$ cat src/sv/ate_pkg.sv
// Shared command codes, status codes and compare flags for the array table engine.
`default_nettype none

package ate_pkg;

   localparam int DATA_W = 32;

   localparam logic [3:0] OP_APPEND  = 4'd0;
   localparam logic [3:0] OP_INSERT  = 4'd1;
   localparam logic [3:0] OP_REMOVE  = 4'd2;
   localparam logic [3:0] OP_LSEARCH = 4'd3;
   localparam logic [3:0] OP_BSEARCH = 4'd4;
   localparam logic [3:0] OP_GET     = 4'd5;
   localparam logic [3:0] OP_MAX     = 4'd6;
   localparam logic [3:0] OP_MIN     = 4'd7;
   localparam logic [3:0] OP_SUM     = 4'd8;
   localparam logic [3:0] OP_REVERSE = 4'd9;

   localparam logic [2:0] ST_OK        = 3'd0;
   localparam logic [2:0] ST_FULL      = 3'd1;
   localparam logic [2:0] ST_BAD_INDEX = 3'd2;
   localparam logic [2:0] ST_NOT_FOUND = 3'd3;
   localparam logic [2:0] ST_EMPTY     = 3'd4;

   typedef struct packed {
      logic eq;
      logic gt;
      logic lt;
   } alu_flags_type;

endpackage

`default_nettype wire

$ cat src/sv/ate_alu.sv
// Shared 32-bit unit: wrapping add and signed compare of a stored word against a key or accumulator.
`default_nettype none

module ate_alu
   import ate_pkg::*;
(
   input  logic signed [DATA_W-1:0] opa,
   input  logic signed [DATA_W-1:0] opb,
   output logic        [DATA_W-1:0] sum,
   output alu_flags_type            flags
);

   assign sum      = DATA_W'(opa + opb);
   assign flags.eq = (opa == opb);
   assign flags.gt = (opa > opb);
   assign flags.lt = (opa < opb);

endmodule

`default_nettype wire

$ cat config.mk
export PLATFORM = sky130hd
export DESIGN_NAME = ate_alu
export DESIGN_NICKNAME = d
export VERILOG_FILES = /design/src/sv/ate_pkg.sv /design/src/sv/ate_alu.sv
export SDC_FILE = /design/constraint.sdc
export NUM_CORES = 1
export LEC_CHECK = 0
export BUFFER_PORTS_ARGS = -buffer_cell sky130_fd_sc_hd__buf_2
export CORE_MARGIN = 2
export CORE_UTILIZATION = 30
export DETAILED_ROUTE_END_ITERATION = 6
export MAX_ROUTING_LAYER = met4
export SYNTH_ARGS = -nofsm -noshare
export SYNTH_HDL_FRONTEND = slang
export SYNTH_SLANG_ARGS = --single-unit
$ cat constraint.sdc
create_clock -name vclk -period 7
set_input_delay 1.05 -clock vclk [all_inputs]
set_output_delay 1.05 -clock vclk [all_outputs]
set_load 0.01 [all_outputs]
==> impl_metrics.csv <==
group,metric,value,unit
grt,grt_pass1_wl,13000,um
floorplan,row_count,35,
timing,hold_viol_final,0,
floorplan,dieArea,10100,sq um
routing,drcViolationCount,0,
floorplan,pin_count,99,
routing,ant_nets,0,
timing,post-route-period-util,63.5,%
worst_setup_path,cp.arrival,3.39,ns
yosys,syn-cell-area,2800,sq um
worst_setup_path,path_max_fanout,4,
timing,worst_pin_slew,0.505,ns
worst_setup_path,path_delay_family,"compound AO/OA/AOI/OAI gates",
grt,grt_start_max_net_pins,14,
routing,drtPass1Iterations,4,
timing,drv_slew,0,
timing,setup_viol,0,
worst_setup_path,critPathCaptureType,"output pin",
timing,rsz0062_at_grt,"false",
timing,hold_slack,2.49,ns
clocking,postCtsResizedCells,0,
yosys,syn_avg_cell_area,7.10,sq um
routing,viasPerCell,5.28,
hold_path,min_path_type,"input pin to output pin",
clocking,post_cts.repair.setup_buffers,0,
yosys,synthDistinctLibCells,60,
worst_setup_path,path_buf_inv,2,
timing,setup_tns,0,ns
power_and_ir_drop,leakage,0.00167,uW
yosys,synthesis.nets,523,
grt,grt_use_total,15.2,%
floorplan,fp.dieH,101,um
floorplan,start_util,30.6,%
worst_setup_path,path_cells,"buf_2 -> ha_1 -> fa_1 -> nor2b_1 -> o211ai_2 -> a31oi_1 -> o21ai_1 -> o21ai_1 -> a21oi_1 -> xnor2_1 -> buf_2",
yosys,yosysSeqAreaShare,0,%
worst_setup_path,critPathKind,"input pin to output pin",
layout,nFlopsAndLatches,0,
placement,hpwl,6790,um
layout,fin_nets,611,
floorplan,fp.dieW,101,um
clocking,holdBufCountCts,0,
layout,num_antenna_cells,0,
grt,grt_pass1_vias,2914,
routing,drtIter0Drc,110,
worst_setup_path,cp_slowest_stage_delay,0.41,ns
worst_setup_path,critical_path_required,5.95,ns
grt,overflow,0,
layout,clock_buffers,0,
routing,vias,3123,
layout,post_route_cells_drive_above_1_share,24.7,%
layout,nFillCells,1023,
placement,place_congestion,0.877,
power_and_ir_drop,powerDensity,95.2,nW/um^2
timing,fin_crit,4.44,ns
floorplan,core_area,9150,sq um
power_and_ir_drop,ir_drop,50.9,uV
timing,max_freq,225,MHz
timing,relSlewSlack,66.1,%
yosys,ys_warn_count,0,
layout,area_delta_synth_final,20.3,%
run_status,outcome,"finished, final reports clean",
worst_setup_path,worst_setup_path_start_kind,"input pin",
yosys,syn_inst,395,
worst_setup_path,critical_path.slowest_cell,"fa_1",
grt,antenna_found_initial,0,
power_and_ir_drop,total_power,321,uW
run,maxCapViolations,0,
routing,wl_per_cell,13.2,um
routing,wl,7830,um
placement,io_buffers,99,
layout,ff_latch_area,0,sq um
-- stage by stage --
stage,utilization [%],cells,cell area (sq um),setup slack [ns]
3_5_place_dp,36.9,592,3370,2.60
6_report,36.9,592,3370,2.56
2_1_floorplan,-,395,2800,3.02
4_1_cts,36.9,592,3370,2.58
5_1_grt,36.9,592,3370,2.39
3_3_place_gp,36.9,592,3370,2.69
-- metal layers --
| layer | share of wire, % | track usage [%] |
|---|---|---|
| met5 | 0 | - |
| met4 | 0.92 | 1.69 |
| met3 | 4.4 | 0.347 |
| met2 | 46 | 25.8 |
| met1 | 48 | 20.9 |
-- cell type report --
cell class	count	area (sq um)	share of cell area, %
multi-input cells	324	2520	74.7
repair buffers	99	495	14.7
inverters	58	218	6.45
well taps	111	139	4.12
-- worst min-delay path, delay by kind of cell --
family | cells | cell delay (ns)
fa+ha+maj | 1 | 0.13
buf+inv | 3 | 0.26
-- kinds of logic (layout without fill, tap and decap cells) --
group,after synthesis,after routing,synth area share (%)
xor+xnor,26,26,8.12
compound gates,113,113,29.9
simple gates,119,119,22.4
buf+inv,71,157,10.0
fa+ha+maj,64,64,28.8
mux,2,2,0.714
-- worst paths after layout --
kind	start	to	slack, ns	cells past startpoint
max	opa[0]	sum[26]	2.56	11
min	opb[0]	sum[0]	2.49	4
-- synth_stat cells, types with 3 or more instances --
| cell type | count | area, sq um |
|---|---|---|
| a21o_1 | 5 | 37.5 |
| nor4_1 | 8 | 50.1 |
| nor3_1 | 11 | 55.1 |
| and4_1 | 4 | 35.0 |
| xor2_1 | 5 | 43.8 |
| xnor2_1 | 21 | 184 |
| a21oi_1 | 34 | 170 |
| nor2b_1 | 9 | 56.3 |
| ha_1 | 63 | 788 |
| o21ai_0 | 12 | 60.1 |
| inv_1 | 55 | 206 |
| o21bai_1 | 4 | 30.0 |
| o211ai_1 | 7 | 52.6 |
| inv_2 | 3 | 11.3 |
| nand2b_1 | 9 | 56.3 |
| nand4_1 | 4 | 25.0 |
| a221oi_1 | 5 | 43.8 |
| buf_2 | 6 | 30.0 |
| o31ai_1 | 7 | 52.6 |
| nand3_1 | 9 | 45.0 |
| o21ai_1 | 3 | 15.0 |
| clkbuf_1 | 5 | 18.8 |
| nor3b_1 | 4 | 30.0 |
| a31oi_1 | 3 | 18.8 |
| o41ai_1 | 3 | 26.3 |
| nand2_1 | 14 | 52.6 |
| nor2_1 | 37 | 139 |
-- report_power, final --
| part | switching (uW) | internal (uW) |
|---|---|---|
| clock | 0 | 0 |
| combinational | 187 | 134 |
| sequential | 0 | 0 |
-- placed cells by master (no fill, tap or decap), types with 3 or more instances in the layout --
master	Yosys	routed
buf_2	6	99
ha_1	63	63
inv_1	55	55
nor2_1	37	37
a21oi_1	34	34
xnor2_1	21	21
nand2_1	14	14
o21ai_0	12	12
nor3_1	11	11
nor2b_1	9	9
nand2b_1	9	9
nand3_1	9	9
nor4_1	8	8
o31ai_1	7	7
o211ai_1	7	7
a221oi_1	5	5
a21o_1	5	5
xor2_1	5	5
o21bai_1	4	4
nor3b_1	4	4
and4_1	4	4
nand4_1	4	4
inv_2	3	3
o21ai_1	3	3
a31oi_1	3	3
o41ai_1	3	3
(Power assumes the default switching activity.)
